[src/pic_pkg.sv]
// Shared constants and control types of the priority interrupt controller.
`default_nettype none
package pic_pkg;

    // Line count default and fixed field widths
    localparam int NUM_LINES_DEF = 32;
    localparam int VEC_W         = 5;
    localparam int PRIO_W        = 5;
    localparam int LREG_W        = 13;
    localparam int BEST_W        = 7;
    localparam int DATA_W        = 16;
    localparam int OFF_W         = 8;
    localparam int MASK_W        = 32;
    localparam int FIQ_POS       = 8;

    // Best priority before any line is met
    localparam logic [BEST_W-1:0] NO_PRIO = 7'h7F;

    // Operation codes
    localparam logic [1:0] OP_LINE  = 2'd0;
    localparam logic [1:0] OP_READ  = 2'd1;
    localparam logic [1:0] OP_WRITE = 2'd2;

    // Register window offsets
    localparam logic [OFF_W-1:0] OFF_LEVELS_LO  = 8'h00;
    localparam logic [OFF_W-1:0] OFF_LEVELS_HI  = 8'h02;
    localparam logic [OFF_W-1:0] OFF_MASK_LO    = 8'h08;
    localparam logic [OFF_W-1:0] OFF_MASK_HI    = 8'h0A;
    localparam logic [OFF_W-1:0] OFF_IRQ_NUM    = 8'h10;
    localparam logic [OFF_W-1:0] OFF_IRQ_NUM_A  = 8'h80;
    localparam logic [OFF_W-1:0] OFF_VEC        = 8'h12;
    localparam logic [OFF_W-1:0] OFF_VEC_A      = 8'h82;
    localparam logic [OFF_W-1:0] OFF_ACK        = 8'h14;
    localparam logic [OFF_W-1:0] OFF_ACK_A      = 8'h84;
    localparam logic [OFF_W-1:0] OFF_LREG_BASE  = 8'h20;
    localparam logic [OFF_W-1:0] OFF_LREG_END   = 8'h60;

    // Lines cleared by an IRQ_NUM read
    localparam logic [VEC_W-1:0] CLR_LINE_A = 5'd4;
    localparam logic [VEC_W-1:0] CLR_LINE_B = 5'd5;
    localparam logic [VEC_W-1:0] CLR_LINE_C = 5'd15;

    // Level register that takes its priority from another one
    localparam logic [VEC_W-1:0] LREG_COPY_SRC = 5'd4;
    localparam logic [VEC_W-1:0] LREG_COPY_DST = 5'd7;

    // Commands from the controller to the datapath
    typedef struct packed {
        logic capture;
        logic exec;
        logic scan;
        logic finish;
        logic load_mem;
    } t_dp_cmd;

    // Status from the datapath to the controller
    typedef struct packed {
        logic arb;
        logic memrd;
        logic scan_last;
    } t_dp_sts;

endpackage
`default_nettype wire

[src/pic_ctrl.sv]
// Sequencer of the priority interrupt controller.
`default_nettype none
module pic_ctrl (
    input  wire logic             i_clk,
    input  wire logic             i_rst_n,
    input  wire logic             i_start,
    input  wire pic_pkg::t_dp_sts i_sts,
    output pic_pkg::t_dp_cmd      o_cmd,
    output logic                  o_busy,
    output logic                  o_valid
);

    localparam logic [2:0] S_IDLE = 3'd0;
    localparam logic [2:0] S_EXEC = 3'd1;
    localparam logic [2:0] S_SCAN = 3'd2;
    localparam logic [2:0] S_TAIL = 3'd3;
    localparam logic [2:0] S_FIN  = 3'd4;
    localparam logic [2:0] S_RDW  = 3'd5;
    localparam logic [2:0] S_RESP = 3'd6;

    logic [2:0] r_state;
    logic [2:0] n_state;

    // Sequence one word: execute, optionally scan or wait for memory, respond
    always_comb begin
        n_state = r_state;
        o_cmd   = '0;
        unique case (r_state)
            S_IDLE: begin
                if (i_start) begin
                    o_cmd.capture = 1'b1;
                    n_state       = S_EXEC;
                end
            end
            S_EXEC: begin
                o_cmd.exec = 1'b1;
                if (i_sts.arb) begin
                    n_state = S_SCAN;
                end else if (i_sts.memrd) begin
                    n_state = S_RDW;
                end else begin
                    n_state = S_RESP;
                end
            end
            S_SCAN: begin
                o_cmd.scan = 1'b1;
                if (i_sts.scan_last) begin
                    n_state = S_TAIL;
                end
            end
            S_TAIL: begin
                n_state = S_FIN;
            end
            S_FIN: begin
                o_cmd.finish = 1'b1;
                n_state      = S_RESP;
            end
            S_RDW: begin
                o_cmd.load_mem = 1'b1;
                n_state        = S_RESP;
            end
            S_RESP: begin
                n_state = S_IDLE;
            end
            default: begin
                n_state = S_IDLE;
            end
        endcase
    end

    always_ff @(posedge i_clk) begin
        if (!i_rst_n) begin
            r_state <= S_IDLE;
        end else begin
            r_state <= n_state;
        end
    end

    assign o_busy  = (r_state != S_IDLE);
    assign o_valid = (r_state == S_RESP);

endmodule
`default_nettype wire

[src/pic_dp.sv]
// Datapath of the priority interrupt controller: line state, level registers, scan.
`default_nettype none
module pic_dp #(
    parameter int NUM_LINES = pic_pkg::NUM_LINES_DEF
) (
    input  wire logic                            i_clk,
    input  wire logic                            i_rst_n,
    input  wire pic_pkg::t_dp_cmd                i_cmd,
    output pic_pkg::t_dp_sts                     o_sts,
    input  wire logic [1:0]                      i_op,
    input  wire logic [pic_pkg::VEC_W-1:0]       i_line,
    input  wire logic                            i_level,
    input  wire logic [pic_pkg::OFF_W-1:0]       i_offset,
    input  wire logic [pic_pkg::DATA_W-1:0]      i_wdata,
    output logic      [pic_pkg::DATA_W-1:0]      o_rdata,
    output logic                                 o_irq_out,
    output logic                                 o_fiq_out,
    output logic      [pic_pkg::VEC_W-1:0]       o_vector
);

    localparam int LW = $clog2(NUM_LINES);
    localparam logic [LW:0] NL = (LW+1)'(NUM_LINES);
    localparam logic [LW-1:0] LAST = LW'(NUM_LINES - 1);

    // Captured word
    logic [1:0]                    r_op;
    logic [pic_pkg::VEC_W-1:0]     r_line;
    logic                          r_level;
    logic [pic_pkg::OFF_W-1:0]     r_offset;
    logic [pic_pkg::DATA_W-1:0]    r_wdata;

    // Architectural state
    logic [NUM_LINES-1:0]          r_levels, n_levels;
    logic [pic_pkg::MASK_W-1:0]    r_mask, n_mask;
    logic [LW-1:0]                 r_scan_start, n_scan_start;
    logic [pic_pkg::VEC_W-1:0]     r_vector;
    logic                          r_irq, r_fiq;
    logic [pic_pkg::PRIO_W-1:0]    r_prio4, n_prio4;
    logic [NUM_LINES-1:0]          r_mvld;
    logic [pic_pkg::LREG_W-1:0]    mem [NUM_LINES];

    // Read port and scan pipeline
    logic [pic_pkg::LREG_W-1:0]    r_rd_raw;
    logic                          r_rd_vld;
    logic [LW-1:0]                 r_cnt;
    logic                          r_cvld;
    logic [LW-1:0]                 r_sidx;
    logic                          r_sact;
    logic [pic_pkg::BEST_W-1:0]    r_best_prio;
    logic [LW-1:0]                 r_best_idx;
    logic                          r_best_fiq;
    logic                          r_found;
    logic [pic_pkg::DATA_W-1:0]    r_rdata, n_rdata;

    logic                          line_ok, is_rd, is_wr, rd_irqnum, wr_mlo, wr_mhi, wr_ack;
    logic                          in_win, idx_ok, wr_lreg, clr_hit, better;
    logic [pic_pkg::OFF_W-1:0]     off_rel;
    logic [pic_pkg::VEC_W-1:0]     bus_idx;
    logic [LW:0]                   scan_sum, ack_sum;
    logic [LW-1:0]                 scan_idx, rd_addr;
    logic [NUM_LINES-1:0]          active;
    logic [pic_pkg::LREG_W-1:0]    rd_data, wr_val;
    logic [pic_pkg::MASK_W-1:0]    lv32;

    // Decode the captured word
    always_comb begin
        line_ok   = ({1'b0, r_line} < 6'(NUM_LINES));
        is_rd     = (r_op == pic_pkg::OP_READ);
        is_wr     = (r_op == pic_pkg::OP_WRITE);
        rd_irqnum = is_rd && ((r_offset == pic_pkg::OFF_IRQ_NUM) ||
                              (r_offset == pic_pkg::OFF_IRQ_NUM_A));
        wr_mlo    = is_wr && (r_offset == pic_pkg::OFF_MASK_LO);
        wr_mhi    = is_wr && (r_offset == pic_pkg::OFF_MASK_HI);
        wr_ack    = is_wr && ((r_offset == pic_pkg::OFF_ACK) ||
                              (r_offset == pic_pkg::OFF_ACK_A));
        in_win    = (r_offset >= pic_pkg::OFF_LREG_BASE) && (r_offset < pic_pkg::OFF_LREG_END);
        off_rel   = r_offset - pic_pkg::OFF_LREG_BASE;
        bus_idx   = off_rel[5:1];
        idx_ok    = ({1'b0, bus_idx} < 6'(NUM_LINES));
        wr_lreg   = is_wr && in_win && idx_ok;
        clr_hit   = (r_vector == pic_pkg::CLR_LINE_A) || (r_vector == pic_pkg::CLR_LINE_B) ||
                    (r_vector == pic_pkg::CLR_LINE_C);
    end

    assign o_sts.arb       = ((r_op == pic_pkg::OP_LINE) && line_ok) || rd_irqnum ||
                             wr_mlo || wr_mhi || wr_ack;
    assign o_sts.memrd     = is_rd && in_win && idx_ok;
    assign o_sts.scan_last = (r_cnt == LAST);

    // Circular scan index and acknowledge pointer
    always_comb begin
        scan_sum = {1'b0, r_scan_start} + {1'b0, r_cnt};
        scan_idx = (scan_sum >= NL) ? LW'(scan_sum - NL) : scan_sum[LW-1:0];
        ack_sum  = {1'b0, r_vector[LW-1:0]} + (LW+1)'(1);
        active   = r_levels & ~r_mask[NUM_LINES-1:0];
        rd_addr  = i_cmd.scan ? scan_idx : bus_idx[LW-1:0];
        rd_data  = r_rd_vld ? r_rd_raw : '0;
        lv32     = pic_pkg::MASK_W'(r_levels);
        better   = r_cvld && r_sact &&
                   ({2'b00, rd_data[pic_pkg::PRIO_W-1:0]} < r_best_prio);
        wr_val   = (bus_idx == pic_pkg::LREG_COPY_DST) ?
                   {r_wdata[pic_pkg::LREG_W-1:pic_pkg::PRIO_W], r_prio4} :
                   r_wdata[pic_pkg::LREG_W-1:0];
    end

    // Apply the side effects of the word
    always_comb begin
        n_levels     = r_levels;
        n_mask       = r_mask;
        n_scan_start = r_scan_start;
        n_prio4      = r_prio4;
        n_rdata      = r_rdata;
        if (i_cmd.exec) begin
            n_rdata = '0;
            if ((r_op == pic_pkg::OP_LINE) && line_ok) begin
                n_levels[r_line[LW-1:0]] = r_level;
            end
            if (rd_irqnum && clr_hit) begin
                n_levels[r_vector[LW-1:0]] = 1'b0;
            end
            if (wr_mlo) begin
                n_mask[15:0] = r_wdata;
            end
            if (wr_mhi) begin
                n_mask[31:16] = r_wdata;
            end
            if (wr_ack && ((r_vector != '0) || r_levels[0])) begin
                n_scan_start = (ack_sum == NL) ? '0 : ack_sum[LW-1:0];
            end
            if (wr_lreg && (bus_idx == pic_pkg::LREG_COPY_SRC)) begin
                n_prio4 = r_wdata[pic_pkg::PRIO_W-1:0];
            end
            if (is_rd) begin
                unique case (r_offset) inside
                    pic_pkg::OFF_LEVELS_LO:  n_rdata = lv32[15:0];
                    pic_pkg::OFF_LEVELS_HI:  n_rdata = lv32[31:16];
                    pic_pkg::OFF_MASK_LO:    n_rdata = r_mask[15:0];
                    pic_pkg::OFF_MASK_HI:    n_rdata = r_mask[31:16];
                    pic_pkg::OFF_IRQ_NUM, pic_pkg::OFF_IRQ_NUM_A,
                    pic_pkg::OFF_VEC, pic_pkg::OFF_VEC_A:
                                             n_rdata = pic_pkg::DATA_W'(r_vector);
                    default:                 n_rdata = '0;
                endcase
            end
        end
        if (i_cmd.load_mem) begin
            n_rdata = pic_pkg::DATA_W'(rd_data);
        end
    end

    // Hold control and architectural state
    always_ff @(posedge i_clk) begin
        if (!i_rst_n) begin
            r_levels     <= '0;
            r_mask       <= '0;
            r_scan_start <= '0;
            r_prio4      <= '0;
            r_mvld       <= '0;
            r_vector     <= '0;
            r_irq        <= 1'b0;
            r_fiq        <= 1'b0;
            r_cnt        <= '0;
            r_cvld       <= 1'b0;
            r_rd_vld     <= 1'b0;
        end else begin
            r_levels     <= n_levels;
            r_mask       <= n_mask;
            r_scan_start <= n_scan_start;
            r_prio4      <= n_prio4;
            r_rd_vld     <= r_mvld[rd_addr];
            r_cvld       <= i_cmd.scan;
            if (i_cmd.exec && wr_lreg) begin
                r_mvld[bus_idx[LW-1:0]] <= 1'b1;
            end
            if (i_cmd.exec) begin
                r_cnt <= '0;
            end else if (i_cmd.scan) begin
                r_cnt <= (r_cnt == LAST) ? '0 : r_cnt + LW'(1);
            end
            if (i_cmd.finish) begin
                r_vector <= r_found ? pic_pkg::VEC_W'(r_best_idx) : '0;
                r_fiq    <= r_found && r_best_fiq;
                r_irq    <= r_found && !r_best_fiq;
            end
        end
    end

    // Level register storage with a registered read port
    always_ff @(posedge i_clk) begin
        if (i_cmd.exec && wr_lreg) begin
            mem[bus_idx[LW-1:0]] <= wr_val;
        end
        r_rd_raw <= mem[rd_addr];
    end

    // Capture the word, track the scan and keep the best candidate
    always_ff @(posedge i_clk) begin
        if (i_cmd.capture) begin
            r_op     <= i_op;
            r_line   <= i_line;
            r_level  <= i_level;
            r_offset <= i_offset;
            r_wdata  <= i_wdata;
        end
        r_rdata <= n_rdata;
        r_sidx  <= scan_idx;
        r_sact  <= active[scan_idx];
        if (i_cmd.exec) begin
            r_best_prio <= pic_pkg::NO_PRIO;
            r_best_idx  <= '0;
            r_best_fiq  <= 1'b0;
            r_found     <= 1'b0;
        end else if (better) begin
            r_best_prio <= {2'b00, rd_data[pic_pkg::PRIO_W-1:0]};
            r_best_idx  <= r_sidx;
            r_best_fiq  <= rd_data[pic_pkg::FIQ_POS];
            r_found     <= 1'b1;
        end
    end

    assign o_rdata   = r_rdata;
    assign o_irq_out = r_irq;
    assign o_fiq_out = r_fiq;
    assign o_vector  = r_vector;

endmodule
`default_nettype wire

[src/priority_interrupt_controller_core.sv]
// Top level of the priority interrupt controller.
`default_nettype none
// A word (line level change, bus read or bus write) is taken when start is high and busy is
// low; busy stays high until the single result has been shown on the o_ ports for one cycle
// with o_valid, and the receiver must take it then. A word that causes no arbitration goes
// through the execute and respond states; a level register read waits in between on the
// registered read of the level register memory. A line change, a mask write, an acknowledge
// or an IRQ_NUM read re-runs arbitration, which walks the level registers one per cycle from
// the round-robin pointer through the single memory read port.
module priority_interrupt_controller_core #(
    parameter int NUM_LINES = pic_pkg::NUM_LINES_DEF
) (
    input  wire logic                            i_clk,
    input  wire logic                            i_rst_n,
    input  wire logic                            start,
    output logic                                 busy,
    input  wire logic [1:0]                      i_op,
    input  wire logic [pic_pkg::VEC_W-1:0]       i_line,
    input  wire logic                            i_level,
    input  wire logic [pic_pkg::OFF_W-1:0]       i_offset,
    input  wire logic [pic_pkg::DATA_W-1:0]      i_wdata,
    output logic                                 o_valid,
    output logic      [pic_pkg::DATA_W-1:0]      o_rdata,
    output logic                                 o_irq_out,
    output logic                                 o_fiq_out,
    output logic      [pic_pkg::VEC_W-1:0]       o_vector
);

    pic_pkg::t_dp_cmd cmd;
    pic_pkg::t_dp_sts sts;

    pic_ctrl u_ctrl (
        .i_clk   (i_clk),
        .i_rst_n (i_rst_n),
        .i_start (start),
        .i_sts   (sts),
        .o_cmd   (cmd),
        .o_busy  (busy),
        .o_valid (o_valid)
    );

    pic_dp #(
        .NUM_LINES (NUM_LINES)
    ) u_dp (
        .i_clk     (i_clk),
        .i_rst_n   (i_rst_n),
        .i_cmd     (cmd),
        .o_sts     (sts),
        .i_op      (i_op),
        .i_line    (i_line),
        .i_level   (i_level),
        .i_offset  (i_offset),
        .i_wdata   (i_wdata),
        .o_rdata   (o_rdata),
        .o_irq_out (o_irq_out),
        .o_fiq_out (o_fiq_out),
        .o_vector  (o_vector)
    );

endmodule
`default_nettype wire

[config.mk]
export PLATFORM = sky130hd
export DESIGN_NAME = priority_interrupt_controller_core
export DESIGN_NICKNAME = d
export VERILOG_FILES = /design/src/pic_pkg.sv /design/src/pic_ctrl.sv /design/src/pic_dp.sv /design/src/priority_interrupt_controller_core.sv
export SDC_FILE = /design/constraint.sdc
export NUM_CORES = 1
export LEC_CHECK = 0
export BUFFER_PORTS_ARGS = -buffer_cell sky130_fd_sc_hd__buf_2
export CORE_MARGIN = 4
export CORE_UTILIZATION = 67
export DETAILED_ROUTE_END_ITERATION = 6
export PLACE_DENSITY = 0.85
export SYNTH_ARGS = -nofsm -noshare
export SYNTH_HDL_FRONTEND = slang
export SYNTH_SLANG_ARGS = --single-unit
[constraint.sdc]
create_clock -name i_clk -period 7.5 [get_ports i_clk]
set_input_delay 1.125 -clock i_clk [delete_from_list [all_inputs] [get_ports i_clk]]
set_output_delay 1.125 -clock i_clk [all_outputs]
set_load 0.005 [all_outputs]
* Word level (Yosys, flattened, before mapping)
Memory sizes are Yosys's and may differ from the RTL's. A register that Yosys moved wholly into a read port is not among the register bits.
Index checks and enable logic that the tools add are counted.
** Operators by class
- Add/sub/neg operators :: 5
- Magnitude comparators :: 12
- Equal/unequal tests :: 26
- Mux-type cells :: 38
- Bitwise operators :: 6
- Reduce and logical (&&, ||, !) cells :: 42
** Operators with widths (number)
- two-way mux 32 bit :: 3
- one-hot mux 16 bit (5 select lines) :: 1
- AND 32 bit :: 2
- NOT 32 bit :: 2
- two-way mux 13 bit :: 3
- bitwise mux 32 bit :: 1
- OR 32 bit :: 1
- less-than comparator 5 x 6 -> 1 bit (second input constant) :: 5
- two-way mux 5 bit :: 6
- equality test 8 x 5 -> 1 bit (second input constant) :: 3
- equality test 8 bit (second input constant) :: 3
- equality test 5 x 3 -> 1 bit (second input constant) :: 4
- logical AND 1 bit :: 18
- equality test 8 x 4 -> 1 bit (second input constant) :: 2
- two-way mux 16 bit :: 1
- demux 1 bit (select 5 bit) :: 3
- greater-or-equal comparator 5 x 1 -> 1 bit (second input constant) :: 3
- one-hot mux 3 bit (5 select lines) :: 1
- two-way mux 1 bit :: 13
- binary-select mux 1 bit (select 5 bit) :: 2
- AND reduction 2 bit :: 5
- equality test 3 bit (second input constant) :: 3
- logical OR 1 bit :: 9
- two-way mux 3 bit :: 3
- other kinds (29) :: 32
** Word-level totals
- Flip-flop bits (word level) :: 191
- RAM bits :: 416
- Bits of input ports :: 35
- Output and inout bits :: 25
- Word-level logic and storage cells :: 156
- Memories :: 1
** Memories
- u_dp.mem :: depth 32, bits a word 13, rd ports 1, clocked after memory_dff 1, wr ports 1, RTL line pic_dp.sv:40 : logic [pic_pkg::LREG_W-1:0] mem [NUM_LINES];

* Logic depth before layout (Yosys ltp)
Gate-level depths: netlist of run 1.
- Depth after elaboration :: 9
- Gate-level depth with buffers :: 12
- Depth with buffers taken out :: 10

* Hierarchy
A second synthesis of run 1 with hierarchy kept.
** Second synthesis, totals
- Cells, all modules :: 2457
- Area total of the unflattened synthesis :: 27435.1 sq um
** Modules (own cells, without submodules)
- pic_dp :: instances 1, cells each 2434, area each 27234.9 sq um, seq. area each 16946.3 sq um
- pic_ctrl :: instances 1, cells each 23, area each 200.2 sq um, seq. area each 60.1 sq um

* Least setup slack after synthesis of run 1
Ideal clock, no wire load.
- Path kind :: register to register
- Start :: register u_dp.r_cnt[2]
- End :: register u_dp.r_rd_raw[10] in the netlist's numbering (read register of u_dp.mem)
- Setup time :: 0.137 ns
- Arrival :: 2.849 ns
- Data required time :: 7.363 ns
- Path slack :: 4.515 ns
- Stages on the path, launching flop included :: 10
- Buffers on the path :: 1
- Clock period less this slack :: 2.985 ns
- Cells stage by stage :: dfxtp_1 ha_1 a21oi_1 nand4_1 nand3_4 buf_2 mux2_2 a2111o_1 nor4_1 o2111ai_1
** On the way
- Longest elaborated chain between the ends :: 4
- Elaborated cells on any way between the ends :: 5
- Classes of those cells :: 2 x add/sub; 1 x order compare; 2 x mux
** Ends and longest elaborated chain
- start, declared :: RTL line pic_dp.sv:45 : logic [LW-1:0] r_cnt;
- start signal, assigned :: RTL line pic_dp.sv:178 : r_cnt <= (r_cnt == LAST) ? '0 : r_cnt + LW'(1);
- adder 5 x 5 -> 6 bit * :: RTL line pic_dp.sv:92 : scan_sum = {1'b0, r_scan_start} + {1'b0, r_cnt};
- subtractor 5 x 1 -> 5 bit or greater-or-equal comparator 6 bit (tied branches) :: RTL line pic_dp.sv:93 : scan_idx = (scan_sum >= NL) ? LW'(scan_sum - NL) : scan_sum[LW-1:0];
- two-way mux 5 bit * :: RTL line pic_dp.sv:93
- two-way mux 5 bit * :: RTL line pic_dp.sv:96 : rd_addr = i_cmd.scan ? scan_idx : bus_idx[LW-1:0];
- end, declared :: RTL line pic_dp.sv:43 : logic [pic_pkg::LREG_W-1:0] r_rd_raw;
Every way passes the cells marked *; elsewhere a longest branch is shown, timed or not.
A chain may end at the register's enable or synchronous reset.

* Worst setup path in the final report of run 1
- Start :: register u_ctrl.r_state[1]
- End :: register u_dp.r_rd_raw[8] in the netlist's numbering (read register of u_dp.mem)
** On the way
- Longest elaborated chain between the ends :: 3
** Ends and longest elaborated chain
- start, declared :: RTL line pic_ctrl.sv:21 : logic [2:0] r_state;
- start signal, assigned :: RTL line pic_ctrl.sv:75 : r_state <= n_state;
- equality test 3 x 2 -> 1 bit :: RTL line pic_ctrl.sv:28 : unique case (r_state)
- two-way mux 1 bit :: RTL line pic_ctrl.sv:28
- two-way mux 5 bit :: RTL line pic_dp.sv:96
Every way passes these cells.

==> out/summary.txt, run 1 <==
Run status: finished clean
Post-synthesis register bit count: 619
Unrepaired setup endpoints after global routing: false
P_int: 5.960 mW
Via count: 18884
Area delta synth->final: 11.13%
Die H: 205.7 um
Worst slew pin tran: 1.386 ns
CTS Sinks: 619
Final worst path period share: 0.6549
Initial antenna violation count: 0
Antenna diodes: 0
R2R depth: 7
Total track usage: 0.3401
Hold endpoint: u_dp.r_best_prio[5]
Combinational share of power: 0.109
CTS tree: built
Via density: 6.905
# nets final: 2218
WL final: 71420 um
Mapped Nets: 2200
Sequential share of power: 0.488
Starting Density: 0.6776
Crit path arrival time: 5.38 ns
Num CTS Buffers: 58
Reg2reg setup slack: 2.59 ns
Yosys Warn Count: 0
Post-Place Cells: 2625
Setup TNS Final: 0 ns
Post-synthesis sequential area ratio: 0.6494
Peak VDD IR: 0.2931 mV
Layout cells sized above 1: 0.1231
Pin count of the biggest net entering global routing: 121
Hold Path Origin: u_dp.r_best_prio[5]
Yosys cell types: 82
1st-iter DRT viols: 2831
Slew HR: 0.07568
Routed wire length per instance: 26.11 um
Dpl hpwl: 43790 um
Worst-path clk slew: 0.06 ns
Final Instance Count excl. Fillers: 2735
Full die area: 42310 um2
Hold Vio Cnt, Final: 0
Origin of the critical flop-to-flop path: u_ctrl.r_state[1]
First-pass GRT wire length: 109500 um
Worst hold path class: flop to flop
Crit Path Class: flop to flop
# setup viols final: 0
DRT antenna net count: 0
Root buffer cell: clkbuf_16
Worst endpoint required time: 7.96 ns
PnR Total Power: 8.021 mW
Core area: 38650 um2
Pre-antenna DRT Iters: 6
Final Critical Period: 4.911 ns
Post-Syn Area: 26190 um2
Max-slew violations: 0
Post-synth EDFFs: 461
PD cells: 275.6 nW/um2
Post-place instance area: 26980 um2
Crit path max fanout: 65
Die width: 205.7 um
Number of remaining DRC errors: 0
Worst r2r dst: u_dp.r_rd_raw[8]
Post-synth ARST share: 0
Cts hold-fix bufs: 0
Syn avg cell area: 12.19 um2
Post-Syn Instances: 2149
Hold Path Stages: 2
Port bufs: 59
Maximum clock insertion buffer count: 3
Fillers: 2284
Max-Cap Viols: 0
Vias in the first global route: 18233
Clock power share: 0.403
PostCTS Resize Cnt: 0
Overflow after GRT: 0
Sw power: 2.061 mW
Setup bufs post-CTS: 0
Worst setup SP type: flop
Util after Layout: 0.7530
Net Sw Frac: 0.2570
H-tree depth: 2
Leak: 10.15 nW
CP endpoint kind: flop
Predominant post-synthesis flop cell: edfxtp_1
Ports: 60
Fin area: 29100 um2
Fmax: 203.6 MHz
Routability congestion estimate: 0.9369
Skew final: 0.02380 ns
Clock latency on the worst-skew pair: 0.64 ns
# rows: 72
[state kept, by name, summed over array words and instances (netlist names), 2 cells and up]
name               count
u_dp.r_best_prio       6
u_dp.r_scan_start      5
u_dp.r_rd_raw         13
u_dp.r_mask           32
u_dp.r_best_idx        5
u_dp.r_mvld           32
u_dp.r_offset          8
u_ctrl.r_state         3
u_dp.r_op              2
u_dp.o_vector          5
u_dp.r_sidx            5
u_dp.r_prio4           5
u_dp.r_cnt             5
u_dp.mem             416
u_dp.r_wdata          16
u_dp.lv32             32
u_dp.o_rdata          16
u_dp.r_line            5
[area by class of cell]
class	count	area, um2	share of cell area
flip-flops and latches	619	17010	0.5844
multi-input cells	1352	8569	0.2945
clock buffers	67	1525	0.05241
well taps	518	648.1	0.02227
repair buffers	104	635.6	0.02184
clock inverters	43	595.6	0.02047
inverters	32	120.1	0.004128
[critical path, cell delays in order, from the launching register on]
cell	delay, ns
dfxtp_1	0.51
or3b_1	0.74
nand2_2	0.71
nand3_4	0.89
mux2_2	0.61
a2111o_1	0.43
nor4_1	0.58
o2111ai_1	0.22
[synthesized netlist by cell type (all sizes together) (49+ instances only)]
master	instances	area, um2
a21oi	109	545.5
clkbuf	113	424.2
dfxtp	158	3163
edfxtp	461	13840
mux2i	116	1161
nand2	357	1343
nand3	87	447.9
nand4	54	337.8
nor2	83	314.1
nor2b	53	331.6
o31ai	49	367.9
[cell usage in the layout, fill, tap and decap left out, types with 18 or more instances in the layout]
cell type / count
buf_2: 58
nand2_1: 356
dfxtp_1: 158
a221oi_1: 21
o21a_1: 33
a21boi_0: 24
o21ai_0: 31
mux2_2: 27
a21oi_1: 109
mux2i_1: 115
nor3b_1: 18
buf_4: 46
o31ai_1: 49
a211oi_1: 21
edfxtp_1: 461
nor2_1: 67
nor2b_1: 53
nand4_1: 54
nand3_1: 86
nor4_1: 18
clkbuf_16: 58
inv_1: 32
[power groups by stage]
| stage | sequential [mW] | combinational, mW | clock, mW |
|---|---|---|---|
| floorplan | 3.91 | 0.577 | 0 |
| global placement | 3.98 | 0.803 | 0 |
| finish | 3.92 | 0.872 | 3.23 |
| CTS | 3.91 | 0.845 | 3.24 |
| detailed placement | 3.98 | 0.828 | 0 |
| global route | 3.92 | 0.925 | 3.39 |
[layer usage]
metal	global-route usage	routed length, um
met5	0	0
met4	0.1191	2573
met3	0.07864	8861
met2	0.5328	33230
met1	0.4746	26750
[how the worst max path moves through the flow]
stage | from | to | cells past startpoint
after global placement | u_ctrl.r_state[1] | u_dp.r_rd_raw[6] | 7
after detailed placement | u_ctrl.r_state[1] | u_dp.r_rd_raw[6] | 7
after global routing | u_ctrl.r_state[1] | u_dp.r_rd_raw[6] | 7
final | u_ctrl.r_state[1] | u_dp.r_rd_raw[8] | 7
after CTS | u_ctrl.r_state[1] | u_dp.r_rd_raw[6] | 7
after floorplan | u_dp.r_cnt[2] | u_dp.r_rd_raw[10] | 9
[metrics by stage]
stage	setup slack (ns)	hold WS, ns
after global routing	2.358	0.4631
after detailed placement	2.746	0.4390
after global placement	2.877	0.4316
final	2.589	0.4586
after floorplan	4.515	0.4225
after CTS	2.698	0.4615
[logic make-up (layout without fill, tap and decap cells)]
family	after synthesis	after routing	synth area share
flip-flops	619	619	0.6494
adder cells (fa/ha/maj)	16	16	0.007932
XOR/XNOR	8	8	0.002676
multiplexers	144	144	0.05681
buffers and inverters	178	246	0.02704
AND/OR/NAND/NOR	742	742	0.1358
AO/OA/AOI/OAI	442	442	0.1203
(Power assumes the default switching activity.)
==> run 2, diff against run 1 <==
Settings changed: CORE_UTILIZATION 67 to 56, PLACE_DENSITY 0.85 to 0.75.
Clock period 7.5 ns to 4.4 ns, I/O delays scaled along.
==> run 2 against run 1 <==
The run now ends with DRC left. Highest routed layer is now met5. Global-route usage is 6.6 points lower. Routed wire length is 1.2% lower. Via count is 1.9% lower. Die area is 19% higher. Power is 73% higher. Utilization is 11 points lower. Final cell count is 4.6% higher. Sequential share of layout area is 1.0 points lower.
==> out/summary.txt, run 2 (synthesized netlist as in run 1, its figures left out) <==
Final Critical Period: 4.145 ns (-0.7663 ns)
Die H: 224.2 um (+9.0%)
Fillers: 3306 (+45%)
First-pass GRT wire length: 106600 um (-2.7%)
CP endpoint kind: flop
Ports: 60 (unchanged)
Fmax: 241.2 MHz (+18%)
Clock latency on the worst-skew pair: 0.62 ns (-0.02 ns)
Starting Density: 0.5721 (-0.1055)
Root buffer cell: clkbuf_16
# nets final: 2259 (+1.8%)
DRT antenna net count: 0 (unchanged)
Worst-path clk slew: 0.06 ns (about the same)
PD cells: 468.8 nW/um2 (+70%)
1st-iter DRT viols: 2391 (-16%)
Vias in the first global route: 17815 (-2.3%)
Overflow after GRT: 0 (unchanged)
Worst hold path class: input port to flop
Core area: 45770 um2 (+18%)
Total track usage: 0.2739 (-0.06619)
Hold Vio Cnt, Final: 0 (unchanged)
Origin of the critical flop-to-flop path: u_ctrl.r_state[1]
Dpl hpwl: 43680 um (-0.24%)
Final Instance Count excl. Fillers: 2861 (+4.6%)
Leak: 10.40 nW (+2.5%)
Number of flip-flops in the largest register: 416 (unchanged)
Critical Path Start: u_ctrl.r_state[1]
Slew HR: 0.1083 (+0.03262)
Commonest non-fill, non-tap cell in the layout: edfxtp_1
Full die area: 50290 um2 (+19%)
Worst slew pin tran: 1.338 ns (-0.04893 ns)
CTS Sinks: 619 (unchanged)
H-tree depth: 2 (unchanged)
FF/Latch Area: 17010 um2 (unchanged)
Setup TNS Final: 0 ns (unchanged)
Unrepaired setup endpoints after global routing: false
WL final: 70530 um (-1.2%)
Maximum clock insertion buffer count: 3 (unchanged)
Via count: 18521 (-1.9%)
Post-Place Cells: 2746 (+4.6%)
CTS tree: built
Run status: finished, violations left
Pin count of the biggest net entering global routing: 106 (-12%)
Routed wire length per instance: 24.65 um (-5.6%)
Max-slew violations: 0 (unchanged)
# rows: 78 (+8.3%)
Num CTS Buffers: 60 (+3.4%)
Via density: 6.474 (-6.2%)
Routability congestion estimate: 0.9208 (-1.7%)
Area delta synth->final: 13.06%
Worst endpoint required time: 4.86 ns (-3.10 ns)
Layout cells sized above 1: 0.1301 (+0.007007)
Die width: 224.2 um (+9.0%)
Initial antenna violation count: 2 (+2)
Port bufs: 59 (unchanged)
Failing checks: DRC
Combined area of the multi-input logic cells: 8542 um2 (-0.32%)
Cts hold-fix bufs: 0 (unchanged)
Max-Cap Viols: 0 (unchanged)
Hold Path Origin: i_line[4]
# setup viols final: 0 (unchanged)
Crit path arrival time: 4.60 ns (-0.78 ns)
Crit path max fanout: 13 (-80%)
Worst setup SP type: flop
Final worst path period share: 0.9421 (+0.2872)
Crit Path Class: flop to flop
Pre-antenna DRT Iters: 7 (+1)
Number of remaining DRC errors: 10 (+10)
Skew final: 0.01479 ns (-0.009009 ns)
Commonest cells after routing, fill and taps aside: edfxtp_1, nand2_1, dfxtp_1, mux2i_1, a21oi_1
Peak VDD IR: 0.4138 mV (+41%)
run 2: cell count changes in the layout (fill, tap and decap cells not counted), moves of 3 or more:
cell / change
buf_4: +36
nor2_1: +14
nor2_2: -14
clkinv_2: -8
clkinv_1: +7
buf_12: +3
bufinv_16: +3
run 2: critical path, cell delays in order (launching register included):
cell	delay [ns]
dfxtp_1	0.54
or3b_1	0.64
and2_4	0.30
o311ai_1	0.89
buf_4	0.32
a21oi_1	0.05
a2111o_1	0.35
nor4_1	0.70
o2111ai_1	0.19
run 2: power breakdown:
group | switching (mW) | total (mW) | internal [mW]
Combinational | 1.08 | 1.54 | 0.455
Sequential | 0.174 | 6.64 | 6.46
Clock | 2.19 | 5.70 | 3.52
Total | 3.44 | 13.9 | 10.4
run 2: final timing paths:
| check | endpoint | slack (ns) | cells after the start |
|---|---|---|---|
| max | u_dp.r_rd_raw[7] | 0.25 | 8 |
| min | u_dp.r_line[4] | 0.22 | 1 |
| max reg2reg | u_dp.r_rd_raw[7] | 0.25 | 8 |
| min reg2reg | u_dp.r_best_prio[5] | 0.44 | 2 |
run 2: repair_timing:
item,4_1_cts,5_1_grt
buffers inserted,0,0
hold endpoints to repair,0,0
setup endpoints to repair,0,1
resized for setup,0,1
run 2: cell type report:
| cell class | instances | share of cell area |
|---|---|---|
| antenna | 2 | 0.0001690 |
| timing repair buffer | 143 | 0.03263 |
| tap | 600 | 0.02536 |
| inverter | 32 | 0.004057 |
| sequential | 619 | 0.5744 |
| clock buffer | 71 | 0.05380 |
| multi-input combinational | 1352 | 0.2885 |
| clock inverter | 42 | 0.02105 |
run 2: layer usage:
layer	vias up	routed length, um	global-route usage
li1	8221	-	-
met1	9076	27930	0.3817
met2	1039	32350	0.4290
met3	181	7350	0.05586
met4	4	2867	0.1071
met5	-	26	0
run 2: stage by stage:
step	area [um2]	setup slack, ns	power, mW	hold WS, ns	util
2_1_floorplan	26190	1.415	7.647	0.4225	-
3_3_place_gp	27380	0.4725	8.228	0.4305	0.5982
3_5_place_dp	27380	0.3385	8.264	0.4351	0.5982
4_1_cts	29590	0.3117	13.91	0.1888	0.6466
5_1_grt	29600	0.1171	14.31	0.1948	0.6467
6_report	29610	0.2549	13.88	0.2172	0.6468
